$ cat config.mk
export PLATFORM = sky130hd
export DESIGN_NAME = playfair_digraph_cipher_unit
export DESIGN_NICKNAME = d
export VERILOG_FILES = /design/src/hdl/pcf_pkg.sv /design/src/hdl/pcf_front.sv /design/src/hdl/pcf_queue.sv /design/src/hdl/pcf_back.sv /design/src/hdl/playfair_digraph_cipher_unit.sv
export SDC_FILE = /design/constraint.sdc
export NUM_CORES = 1
export LEC_CHECK = 0
export BUFFER_PORTS_ARGS = -buffer_cell sky130_fd_sc_hd__buf_2
export CORE_MARGIN = 3
export CORE_UTILIZATION = 45
export DETAILED_ROUTE_END_ITERATION = 7
export PLACE_DENSITY = 0.64
export REMOVE_ABC_BUFFERS = 1
export SLEW_MARGIN = 5
export SYNTH_ARGS = -nofsm -noshare
export SYNTH_HDL_FRONTEND = slang
export SYNTH_SLANG_ARGS = --single-unit
$ cat constraint.sdc
create_clock -name i_clk -period 10.75 [get_ports i_clk]
set_clock_uncertainty 0.1 [all_clocks]
set_input_delay 2.15 -clock i_clk [delete_from_list [all_inputs] [get_ports i_clk]]
set_output_delay 2.15 -clock i_clk [all_outputs]
set_load 0.005 [all_outputs]
$ cat src/hdl/pcf_pkg.sv
// shared types, constants and helpers of the playfair digraph cipher unit
package pcf_pkg;

    localparam int LETTER_W   = 5;
    localparam int SIDE       = 5;
    localparam int POS_W      = 3;
    localparam int ROW_W      = SIDE * LETTER_W;
    localparam int CFG_IDX_W  = 3;
    localparam int CFG_DATA_W = ROW_W;
    localparam int QDEPTH     = 4;
    localparam int QPTR_W     = 2;
    localparam int QCNT_W     = 3;

    localparam logic [LETTER_W-1:0] FILLER    = 5'd23;
    localparam logic [LETTER_W-1:0] FOLD_FROM = 5'd9;
    localparam logic [LETTER_W-1:0] FOLD_TO   = 5'd8;
    localparam logic [POS_W-1:0]    POS_FIRST = 3'd0;
    localparam logic [POS_W-1:0]    POS_LAST  = 3'd4;
    localparam logic [QCNT_W-1:0]   QCNT_FULL = 3'd4;

    // configuration register indexes
    typedef enum logic [CFG_IDX_W-1:0] {
        CFG_DECRYPT,
        CFG_ROW0,
        CFG_ROW1,
        CFG_ROW2,
        CFG_ROW3,
        CFG_ROW4
    } t_cfg_idx;

    typedef logic [LETTER_W-1:0] t_letter;
    typedef logic [POS_W-1:0]    t_pos;
    typedef t_letter [SIDE-1:0]  t_row;
    typedef t_row [SIDE-1:0]     t_square;

    // one letter pair handed from the front to the back
    typedef struct packed {
        t_letter first;
        t_letter second;
        logic    last;
    } t_pair;

    // reset square: a b c d e / f g h i k / l m n o p / q r s t u / v w x y z
    localparam t_square SQUARE_RESET = {25'd27025109, 25'd21613104, 25'd16201099,
                                        25'd10755269, 25'd4294688};

    // one step right/down when encrypting, left/up when decrypting, wrapping
    function automatic t_pos pos_step(input t_pos p, input logic dec);
        t_pos r;
        if (dec) begin
            r = (p == POS_FIRST) ? POS_LAST : p - 3'd1;
        end else begin
            r = (p == POS_LAST) ? POS_FIRST : p + 3'd1;
        end
        return r;
    endfunction

endpackage

$ cat src/hdl/pcf_front.sv
// front end: folds letters, forms pairs and inserts filler letters
module pcf_front import pcf_pkg::*; (
    input  logic    i_clk,
    input  logic    i_rst_n,
    input  logic    i_decrypt,
    input  logic    i_valid,
    output logic    o_ready,
    input  t_letter i_letter,
    input  logic    i_final,
    output logic    o_push,
    output t_pair   o_pair,
    input  logic    i_full
);

    logic    r_held_valid, n_held_valid;
    t_letter r_held_letter, n_held_letter;
    logic    r_pend_valid, n_pend_valid;
    t_pair   r_pend, n_pend;
    t_letter w_lt;
    logic    w_acc;

    assign w_lt    = (i_letter == FOLD_FROM) ? FOLD_TO : i_letter;
    assign o_ready = !r_pend_valid && !i_full;
    assign w_acc   = i_valid && o_ready;

    // pairing rules, at most one pair pushed per cycle, a second one waits
    always_comb begin
        n_held_valid  = r_held_valid;
        n_held_letter = r_held_letter;
        n_pend_valid  = r_pend_valid;
        n_pend        = r_pend;
        o_push        = 1'b0;
        o_pair        = r_pend;
        if (r_pend_valid) begin
            if (!i_full) begin
                o_push       = 1'b1;
                n_pend_valid = 1'b0;
            end
        end else if (w_acc) begin
            if (!r_held_valid) begin
                if (i_final) begin
                    o_push = 1'b1;
                    o_pair = '{first: w_lt, second: FILLER, last: 1'b1};
                end else begin
                    n_held_valid  = 1'b1;
                    n_held_letter = w_lt;
                end
            end else if (!i_decrypt && (r_held_letter == w_lt)) begin
                // doubled letter: send it with filler, second letter starts next pair
                o_push = 1'b1;
                o_pair = '{first: r_held_letter, second: FILLER, last: 1'b0};
                if (i_final) begin
                    n_pend_valid = 1'b1;
                    n_pend       = '{first: w_lt, second: FILLER, last: 1'b1};
                    n_held_valid = 1'b0;
                end
            end else begin
                o_push       = 1'b1;
                o_pair       = '{first: r_held_letter, second: w_lt, last: i_final};
                n_held_valid = 1'b0;
            end
        end
    end

    // control state
    always_ff @(posedge i_clk) begin
        if (!i_rst_n) begin
            r_held_valid <= 1'b0;
            r_pend_valid <= 1'b0;
        end else begin
            r_held_valid <= n_held_valid;
            r_pend_valid <= n_pend_valid;
        end
    end

    // payload
    always_ff @(posedge i_clk) begin
        r_held_letter <= n_held_letter;
        r_pend        <= n_pend;
    end

endmodule

$ cat src/hdl/pcf_queue.sv
// short pair queue between front and back
module pcf_queue import pcf_pkg::*; (
    input  logic  i_clk,
    input  logic  i_rst_n,
    input  logic  i_push,
    input  t_pair i_pair,
    output logic  o_full,
    output logic  o_valid,
    output t_pair o_pair,
    input  logic  i_pop
);

    t_pair              r_mem [QDEPTH];
    logic [QPTR_W-1:0]  r_wr, r_rd;
    logic [QCNT_W-1:0]  r_cnt;

    assign o_full  = (r_cnt == QCNT_FULL);
    assign o_valid = (r_cnt != '0);
    assign o_pair  = r_mem[r_rd];

    // storage
    always_ff @(posedge i_clk) begin
        if (i_push) begin
            r_mem[r_wr] <= i_pair;
        end
    end

    // pointers and fill count
    always_ff @(posedge i_clk) begin
        if (!i_rst_n) begin
            r_wr  <= '0;
            r_rd  <= '0;
            r_cnt <= '0;
        end else begin
            if (i_push) begin
                r_wr <= r_wr + 2'd1;
            end
            if (i_pop) begin
                r_rd <= r_rd + 2'd1;
            end
            case ({i_push, i_pop})
                2'b10:   r_cnt <= r_cnt + 3'd1;
                2'b01:   r_cnt <= r_cnt - 3'd1;
                default: r_cnt <= r_cnt;
            endcase
        end
    end

endmodule

$ cat src/hdl/pcf_back.sv
// back end: locates the pair in the square and applies the cipher rules
module pcf_back import pcf_pkg::*; (
    input  logic    i_clk,
    input  logic    i_rst_n,
    input  logic    i_decrypt,
    input  t_square i_square,
    input  logic    i_valid,
    input  t_pair   i_pair,
    output logic    o_pop,
    output logic    o_valid,
    input  logic    i_ready,
    output t_letter o_first,
    output t_letter o_second,
    output logic    o_present,
    output logic    o_last
);

    logic    r_s1_valid;
    t_pos    r_ra, r_ca, r_rb, r_cb;
    logic    r_s1_last;
    logic    r_out_valid;
    t_letter r_first, r_second;
    logic    r_present, r_last;

    t_pos    w_ra, w_ca, w_rb, w_cb;
    t_letter w_oa, w_ob;
    logic    w_out_load, w_s1_load;

    assign w_out_load = !r_out_valid || i_ready;
    assign w_s1_load  = !r_s1_valid || w_out_load;
    assign o_pop      = i_valid && w_s1_load;

    // position search: 25 parallel compares per letter, last match in row-major order wins
    always_comb begin
        w_ra = POS_FIRST;
        w_ca = POS_FIRST;
        w_rb = POS_FIRST;
        w_cb = POS_FIRST;
        for (int i = 0; i < SIDE; i++) begin
            for (int k = 0; k < SIDE; k++) begin
                if (i_square[i][k] == i_pair.first) begin
                    w_ra = POS_W'(i);
                    w_ca = POS_W'(k);
                end
                if (i_square[i][k] == i_pair.second) begin
                    w_rb = POS_W'(i);
                    w_cb = POS_W'(k);
                end
            end
        end
    end

    // same row, same column or rectangle
    always_comb begin
        if (r_ra == r_rb) begin
            w_oa = i_square[r_ra][pos_step(r_ca, i_decrypt)];
            w_ob = i_square[r_rb][pos_step(r_cb, i_decrypt)];
        end else if (r_ca == r_cb) begin
            w_oa = i_square[pos_step(r_ra, i_decrypt)][r_ca];
            w_ob = i_square[pos_step(r_rb, i_decrypt)][r_cb];
        end else begin
            w_oa = i_square[r_ra][r_cb];
            w_ob = i_square[r_rb][r_ca];
        end
    end

    // stage valids
    always_ff @(posedge i_clk) begin
        if (!i_rst_n) begin
            r_s1_valid  <= 1'b0;
            r_out_valid <= 1'b0;
        end else begin
            if (w_s1_load) begin
                r_s1_valid <= i_valid;
            end
            if (w_out_load) begin
                r_out_valid <= r_s1_valid;
            end
        end
    end

    // stage payloads
    always_ff @(posedge i_clk) begin
        if (o_pop) begin
            r_ra      <= w_ra;
            r_ca      <= w_ca;
            r_rb      <= w_rb;
            r_cb      <= w_cb;
            r_s1_last <= i_pair.last;
        end
        if (w_out_load && r_s1_valid) begin
            r_first   <= w_oa;
            r_second  <= w_ob;
            r_present <= !(i_decrypt && r_s1_last && (w_ob == FILLER));
            r_last    <= r_s1_last;
        end
    end

    assign o_valid   = r_out_valid;
    assign o_first   = r_first;
    assign o_second  = r_second;
    assign o_present = r_present;
    assign o_last    = r_last;

endmodule

$ cat src/hdl/playfair_digraph_cipher_unit.sv
// top level of the playfair digraph cipher unit
//
// Letters (a=0 .. z=25, j folds to i) enter on the s_axis channel, one item
// per letter, tlast marking the final letter of a message. Letter pairs leave
// on the m_axis channel: tdata holds the two transformed letters, tuser says
// whether the second letter is present (0 when decryption drops a trailing x),
// tlast marks the final pair. The cfg port writes the mode bit and the five
// square rows; write it only while no message is in flight.
// Throughput: one letter per cycle while s_axis_tready is high. A doubled
// final letter in encrypt mode yields two pairs and holds s_axis_tready low
// while the second pair waits to enter the queue.
// A pair completed by an accepted letter is written into the queue, then passes
// the square search stage and the cipher rule stage before it is valid on m_axis.
// Reset clears the held letter, the pair queue and both back-end stages, and
// loads the default square in encrypt mode.
// When m_axis_tready is low, the output register holds; the back end and the
// four-entry queue keep filling, and s_axis_tready drops once the queue is full.
module playfair_digraph_cipher_unit import pcf_pkg::*; (
    input  logic                  i_clk,
    input  logic                  i_rst_n,
    input  logic                  s_axis_tvalid,
    output logic                  s_axis_tready,
    input  logic [7:0]            s_axis_tdata,   // [4:0] letter
    input  logic                  s_axis_tlast,   // final_letter
    output logic                  m_axis_tvalid,
    input  logic                  m_axis_tready,
    output logic [15:0]           m_axis_tdata,   // [4:0] first_out, [9:5] second_out
    output logic                  m_axis_tuser,   // second_present
    output logic                  m_axis_tlast,   // end_of_message
    input  logic                  i_cfg_we,
    input  logic [CFG_IDX_W-1:0]  i_cfg_idx,
    input  logic [CFG_DATA_W-1:0] i_cfg_data
);

    logic    r_decrypt;
    t_square r_square;
    logic    w_push, w_full, w_qvalid, w_pop;
    t_pair   w_push_pair, w_head;
    t_letter w_first, w_second;

    // configuration registers
    always_ff @(posedge i_clk) begin
        if (!i_rst_n) begin
            r_decrypt <= 1'b0;
            r_square  <= SQUARE_RESET;
        end else if (i_cfg_we) begin
            case (t_cfg_idx'(i_cfg_idx))
                CFG_DECRYPT: r_decrypt   <= i_cfg_data[0];
                CFG_ROW0:    r_square[0] <= i_cfg_data;
                CFG_ROW1:    r_square[1] <= i_cfg_data;
                CFG_ROW2:    r_square[2] <= i_cfg_data;
                CFG_ROW3:    r_square[3] <= i_cfg_data;
                CFG_ROW4:    r_square[4] <= i_cfg_data;
                default:     r_decrypt   <= r_decrypt;
            endcase
        end
    end

    pcf_front u_front (
        .i_clk    (i_clk),
        .i_rst_n  (i_rst_n),
        .i_decrypt(r_decrypt),
        .i_valid  (s_axis_tvalid),
        .o_ready  (s_axis_tready),
        .i_letter (s_axis_tdata[LETTER_W-1:0]),
        .i_final  (s_axis_tlast),
        .o_push   (w_push),
        .o_pair   (w_push_pair),
        .i_full   (w_full)
    );

    pcf_queue u_queue (
        .i_clk  (i_clk),
        .i_rst_n(i_rst_n),
        .i_push (w_push),
        .i_pair (w_push_pair),
        .o_full (w_full),
        .o_valid(w_qvalid),
        .o_pair (w_head),
        .i_pop  (w_pop)
    );

    pcf_back u_back (
        .i_clk    (i_clk),
        .i_rst_n  (i_rst_n),
        .i_decrypt(r_decrypt),
        .i_square (r_square),
        .i_valid  (w_qvalid),
        .i_pair   (w_head),
        .o_pop    (w_pop),
        .o_valid  (m_axis_tvalid),
        .i_ready  (m_axis_tready),
        .o_first  (w_first),
        .o_second (w_second),
        .o_present(m_axis_tuser),
        .o_last   (m_axis_tlast)
    );

    // output packing
    assign m_axis_tdata = {6'd0, w_second, w_first};

endmodule

==> qor.yml, run 1 <==
finalMaxSlewViolations: 0
htreeDepth: 1
grt_max_degree: 97
criticalPathCategory: "reg2reg"
peakVddDrop_mv: 0.129
track_usage: 0.308
synth_edf_count: 85
die_x_um: 206
area_delta_synth_final_pct: 4.24
dieArea_um2: 42600
post-route-util: 0.481
grt-ovfl-total: 0
core_area_um2: 39200
grt_first_pass_wirelength_um: 98000
final-hold-violation-count: 0
fillers: 3716
ant_nets: 0
max_stage_delay_ps: 930
numCtsBuffers: 27
netSwitchingFraction: 0.485
crit_arrival_ps: 5440
p_switching_mw: 2.71
drtIter0Drc: 2240
drcViolationCount: 0
grt_antenna_before_repair: 2
crit_chain: "buf_4 > clkinv_1 > ha_1 > ha_1 > mux2i_4 > nand2_2 > mux4_2 > mux2_2 > a2111oi_0 > o31ai_1 > nand2_1 > or4_1"
syn_inst: 2127
rrSetupSlack_ps: 5680
power.density_nw_per_um2: 296
ys_ff_latch: 224
synth_ff_type: "dfxtp_1"
r2r-end: "u_back.o_present"
wl_um: 66200
p_comb_frac: 0.637
clock_latency_ps: 600
regToRegStartpoint: "u_back.r_rb[1]"
tns_ps: 0
hold_path_class: "reg2reg"
num_io_pins: 62
synth_top_area_frac: 0.154
hp-start: "u_back.r_s1_last"
cp-start-kind: "register"
async_flop_share: 0
yosys.area.top_type: "dfxtp_1"
relSlewSlack: 0.203
clk_path_buf_depth: 3
rows: 72
pwr-share-seq: 0.202
final_nets: 2036
grt_pass1_vias: 14700
internal_power_mw: 2.87
num_antenna_cells: 0
leakagePower_nw: 6.90
fmax_ghz: 0.197
required_ps: 11110
cpMaxStageDelayCell: "a2111oi_0"
worstPathMaxFanout: 42
vias: 16091
fin_crit_ps: 5070
cts_resized: 0
io_buffers: 52
cts_setup_buffers: 0
avgSynthCellArea_um2: 8.50
timing.final.crit_share: 0.472
multi_input_area_um2: 11300
syn-cell-area_um2: 18100
synth.most_common_cell: "nand2_1"
rsz0062_at_grt: "no"
clockRootBuffer: "clkbuf_16"
clkSinkCount: 224
clk_pin_slew_ps: 60
reg2reg_depth: 12
status: "completed"
clkPwrFrac: 0.160
via_per_inst: 6.41
drv_cap: 0
setup_viol: 0
seq_area_frac_synth: 0.295
firstDrtPassIters: 6
ys_top_cells_by_count: "nand2_1 (339), xnor2_1 (157), clkbuf_1 (153)"
yosys-top-cells-area: "dfxtp_1 (15%), edfxtp_1 (14%), mux4_2 (8.0%), xnor2_1 (7.6%), nand2_1 (7.0%)"
crit_end: "u_back.o_present"
worst_pin_slew_ps: 1200
cts_tree: "done"
cp-startpoint: "u_back.r_rb[1]"
routabilityCongestion: 1.04
seq_area_um2: 5340
start_util: 0.461
cts_hold_buf: 0
routedWlPerCell_um: 26.4
drive_gt1_frac: 0.124
die_y_um: 206
synth.distinct_cells: 77
cp_common_cell: "ha_1"
hpwl_um: 48000
ys_warn_count: 0
endpoint_kind: "register"
[routing by layer]
metal / wire length [µm] / up-vias / global-route usage / part of all wire
met5: 11 / - / 0 / 0.00017
met3: 7510 / 201 / 0.0715 / 0.11
li1: - / 7100 / - / -
met1: 26400 / 7836 / 0.422 / 0.40
met2: 28500 / 952 / 0.461 / 0.43
met4: 3780 / 2 / 0.143 / 0.057
[power groups by stage]
| stage | clock network [mW] | registers (mW) | logic [mW] |
|---|---|---|---|
| floorplan | 0 | 1.28 | 2.24 |
| global placement | 0 | 1.14 | 3.41 |
| detailed placement | 0 | 1.14 | 3.45 |
| CTS | 0.908 | 1.12 | 3.46 |
| global route | 0.941 | 1.14 | 3.79 |
| finish | 0.894 | 1.13 | 3.55 |
[critical path: cells and delay by family, from the launching register on]
family | cells | cell delay (ps)
buffers and inverters | 2 | 880
AO/OA/AOI/OAI | 2 | 1160
adder cells (fa/ha/maj) | 2 | 720
flip-flops | 1 | 320
multiplexers | 3 | 1060
AND/OR/NAND/NOR | 3 | 710
[stage by stage]
stage / std cells / total power, mW / hold WS [ps] / instance area, µm² / worst slack [ps]
6_report: 2511 / 5.57 / 369 / 18800 / 5680
4_1_cts: 2511 / 5.50 / 386 / 18800 / 5790
5_1_grt: 2511 / 5.86 / 411 / 18800 / 5550
3_5_place_dp: 2461 / 4.59 / 372 / 18000 / 5780
2_1_floorplan: 1856 / 3.51 / 327 / 16800 / 5560
3_3_place_gp: 2461 / 4.55 / 373 / 18000 / 5750
[cells in the final DEF (no fill, tap or decap), types with 19 or more instances in the layout]
cell type and instances:
a21boi_0 77, a21oi_1 84, a22oi_1 20, buf_2 51
buf_4 36, clkbuf_16 28, dfxtp_1 138, edfxtp_1 85
ha_1 21, inv_1 25, mux2_2 22, mux2i_1 116
mux4_2 64, nand2_1 339, nand3_1 120, nor2_1 93
nor3_1 57, o211ai_1 19, o21ai_0 71, xnor2_1 157
xor2_1 102
[sequential cells by signal, indices dropped and copies added, names as in the netlist, 2 cells and up, named ones only]
register	flops
u_queue.r_wr	2
r_square	125
u_front.r_pend	11
u_back.r_cb	3
u_queue.r_cnt	3
u_front.r_held_letter	5
u_back.o_first	5
u_back.r_ca	3
u_back.o_second	5
u_queue.r_rd	2
u_queue.r_mem	44
u_back.r_rb	3
u_back.r_ra	3
[kinds of logic (layout without fill, tap and decap cells)]
| kind of cell | count (synthesis) | after routing | share of synthesized area |
|---|---|---|---|
| adders and majority gates | 22 | 22 | 0.0156 |
| AOI/OAI and AO/OA | 408 | 408 | 0.153 |
| and+or+nand+nor | 699 | 699 | 0.171 |
| DFF | 224 | 224 | 0.295 |
| xor gates and xnor gates | 260 | 260 | 0.126 |
| buffers and inverters | 309 | 170 | 0.0789 |
| other | 1 | 6 | 0.000207 |
| muxes | 204 | 204 | 0.160 |
[area by class of cell]
type / count / area share
clock buffer: 31 / 0.0383
clock inverter: 19 / 0.00744
inverter: 33 / 0.00657
multi-input combinational: 1599 / 0.602
sequential: 224 / 0.283
tap: 518 / 0.0344
timing repair buffer: 87 / 0.0279
[how the worst min path moves through the flow]
stage               depth (start not counted)       endpoint  slack (ps)
global placement                            0  u_back.o_last         370
global route                                0  u_back.o_last         410
finish                                      0  u_back.o_last         370
detailed placement                          0  u_back.o_last         370
floorplan                                   0  u_back.o_last         330
CTS                                         0  u_back.o_last         390
No activity file was read; power rests on OpenSTA's default activity.
==> run 2: changes to the inputs <==
--- a/config.mk
+++ b/config.mk
@@ -9,7 +9,7 @@
 export CORE_MARGIN = 3
 export CORE_UTILIZATION = 45
 export DETAILED_ROUTE_END_ITERATION = 7
-export PLACE_DENSITY = 0.64
+export PLACE_DENSITY = 0.66
 export REMOVE_ABC_BUFFERS = 1
 export SLEW_MARGIN = 5
 export SYNTH_ARGS = -nofsm -noshare
==> constraint.sdc (replaced) <==
create_clock -name i_clk -period 4.4 [get_ports i_clk]
set_clock_uncertainty 0.1 [all_clocks]
set_input_delay 0.88 -clock i_clk [delete_from_list [all_inputs] [get_ports i_clk]]
set_output_delay 0.88 -clock i_clk [all_outputs]
set_load 0.005 [all_outputs]
==> run 2 against run 1 <==
Die area is the same. Utilization increased by 1.2 points. Sequential power up 150%. Via count rose by 1.6%. Count of clock-buffer cells in the layout is 7 higher. Sequential share of layout area is 0.71 points lower. Power rose to 2.5 times the previous value. Critical endpoint unchanged.
==> qor.yml, run 2 (synthesized netlist as in run 1, its figures left out) <==
endpoint_kind: "register"  # unchanged
cts_resized: 0  # unchanged
crit_arrival_ps: 4030  # was 5440 ps
placed_cell_area_um2: 18400  # was 18000 µm²
clockRootBuffer: "clkbuf_16"  # unchanged
largest_reg_flops: 125  # unchanged
firstDrtPassIters: 6  # unchanged
timing.final.crit_share: 0.865  # was 0.472
start_util: 0.461  # unchanged
drtIter0Drc: 1940  # was 2240
worstPathMaxFanout: 18  # was 42
grt.busiest_layer: "met2"  # unchanged
fin_crit_ps: 3800  # was 5070 ps
worst_pin_slew_ps: 1170  # was 1200 ps
p_switching_mw: 6.65  # was 2.71 mW
finalMaxSlewViolations: 0  # unchanged
dieArea_um2: 42600  # unchanged
htreeDepth: 1  # unchanged
grt_antenna_before_repair: 2  # unchanged
dp_slack_ps: 649  # was 5780 ps
fin_ws_ps: 596  # was 5680 ps
cts_tree: "done"  # unchanged
area_delta_synth_final_pct: 6.91  # was 4.24%
wl_um: 68800  # was 66200 µm
internal_power_mw: 7.31  # was 2.87 mW
reg_top3: "r_square x125, u_queue.r_mem x44, u_front.r_pend x11"  # unchanged
via_per_inst: 6.38  # was 6.41
p_comb_frac: 0.635  # was 0.637
p_total_mw: 14.0  # was 5.57 mW
core_area_um2: 39200  # unchanged
drive_gt1_frac: 0.148  # was 0.124
clk_pin_slew_ps: 60  # about the same
die_x_um: 206  # unchanged
cts_hold_buf: 0  # unchanged
use_met1: 0.449  # was 0.422
grt-ovfl-total: 0  # unchanged
status: "completed"  # unchanged
relSlewSlack: 0.216  # was 0.203
final_nets: 2088  # was 2036
hpwl_um: 51600  # was 48000 µm
power.density_nw_per_um2: 722  # was 296 nW/µm²
final_cells: 2563  # was 2511
fmax_ghz: 0.263  # was 0.197 GHz
pwr-share-seq: 0.199  # was 0.202
dp_cells: 2514  # was 2461
leakagePower_nw: 7.20  # was 6.90 nW
drcViolationCount: 0  # unchanged
cp-startpoint: "u_back.r_rb[1]"  # unchanged
clkSinkCount: 224  # unchanged
ant_nets: 0  # unchanged
track_usage: 0.321  # was 0.308
vias: 16344  # was 16091
regMostFlops: "r_square"  # unchanged
routabilityCongestion: 1.09  # was 1.04
cts_setup_buffers: 0  # unchanged
met2_usage: 0.471  # was 0.461
cp-start-kind: "register"  # unchanged
clkPwrFrac: 0.166  # was 0.160
die_y_um: 206  # unchanged
netSwitchingFraction: 0.476  # was 0.485
grt_pass1_vias: 15296  # was 14700
layout_common_cells: "nand2_1 (339), xnor2_1 (157), dfxtp_1 (138)"  # unchanged
routedWlPerCell_um: 26.8  # was 26.4 µm
final_common_cell: "nand2_1"  # unchanged
final-hold-violation-count: 0  # unchanged
criticalPathCategory: "reg2reg"  # unchanged
rows: 72  # unchanged
num_io_pins: 62  # unchanged
io_buffers: 52  # unchanged
grt_first_pass_wirelength_um: 102000  # was 98000 µm
setup_viol: 0  # unchanged
fin_area_um2: 19300  # was 18800 µm²
clk_path_buf_depth: 3  # unchanged
grt_max_degree: 55  # was 97
grt_util_met3: 0.0652  # was 0.0715
hold_path_class: "reg2reg"  # unchanged
peakVddDrop_mv: 0.364  # was 0.129 mV
hp-start: "u_back.r_s1_last"  # unchanged
numCtsBuffers: 26  # was 27
regToRegStartpoint: "u_back.r_rb[1]"  # unchanged
clock_latency_ps: 590  # was 600 ps
drv_cap: 0  # unchanged
rsz0062_at_grt: "no"  # unchanged
required_ps: 4620  # was 11110 ps
==> run 2: cell types whose count changed in the layout (fill, tap and decap cells not counted), sizes merged <==
cell,previous run,this run
diode,0,1
buf,87,140
clkinvlp,2,1
clkbuf,31,38
clkinv,18,11
inv,31,30
==> run 2: power by group through the flow <==
stage | clock network, mW | registers [mW] | logic, mW
after floorplan | 0 | 3.12 | 5.47
after global placement | 0 | 2.80 | 8.55
after detailed placement | 0 | 2.81 | 8.60
after CTS | 2.34 | 2.76 | 8.64
after global routing | 2.42 | 2.80 | 9.45
final | 2.31 | 2.78 | 8.87
==> run 2: worst paths after layout <==
| kind | to | slack [ps] | depth (start not counted) |
|---|---|---|---|
| setup / recovery | u_back.o_present | 600 | 12 |
| hold / removal | u_back.o_last | 370 | 0 |
| setup reg to reg | u_back.o_present | 600 | 12 |
| hold reg to reg | u_back.o_last | 370 | 0 |
==> run 2: metrics by stage <==
stage,hold slack [ps],setup TNS [ps],util
floorplan,327,-1990,-
global placement,372,0,0.469
detailed placement,363,0,0.469
CTS,368,0,0.493
global route,373,0,0.493
finish,367,0,0.493
==> run 2: critical path: stages, from the launching register on <==
cell,delay [ps]
edfxtp_1,350
clkinv_1,90
ha_1,250
ha_1,310
mux2i_4,300
nand2_2,220
buf_12,220
mux4_2,300
mux2_2,300
a21oi_1,180
nand3_1,140
a22o_1,230
or4_1,520
==> run 2: area by class of cell <==
| type | count | area (µm²) |
|---|---|---|
| Inverter | 33 | 124 |
| Multi-Input combinational cell | 1599 | 11300 |
| Clock inverter | 10 | 111 |
| Tap cell | 518 | 648 |
| Fill cell | 3790 | 19900 |
| Timing Repair Buffer | 140 | 936 |
| Sequential cell | 224 | 5340 |
| Clock buffer | 38 | 822 |
| Antenna cell | 1 | 2.50 |
==> run 2: routing by layer <==
layer	part of all wire	up-vias	wire [µm]
li1	-	7202	-
met1	0.41	7946	28400
met2	0.42	993	29100
met3	0.10	203	7200
met4	0.059	0	4070
met5	0	-	0
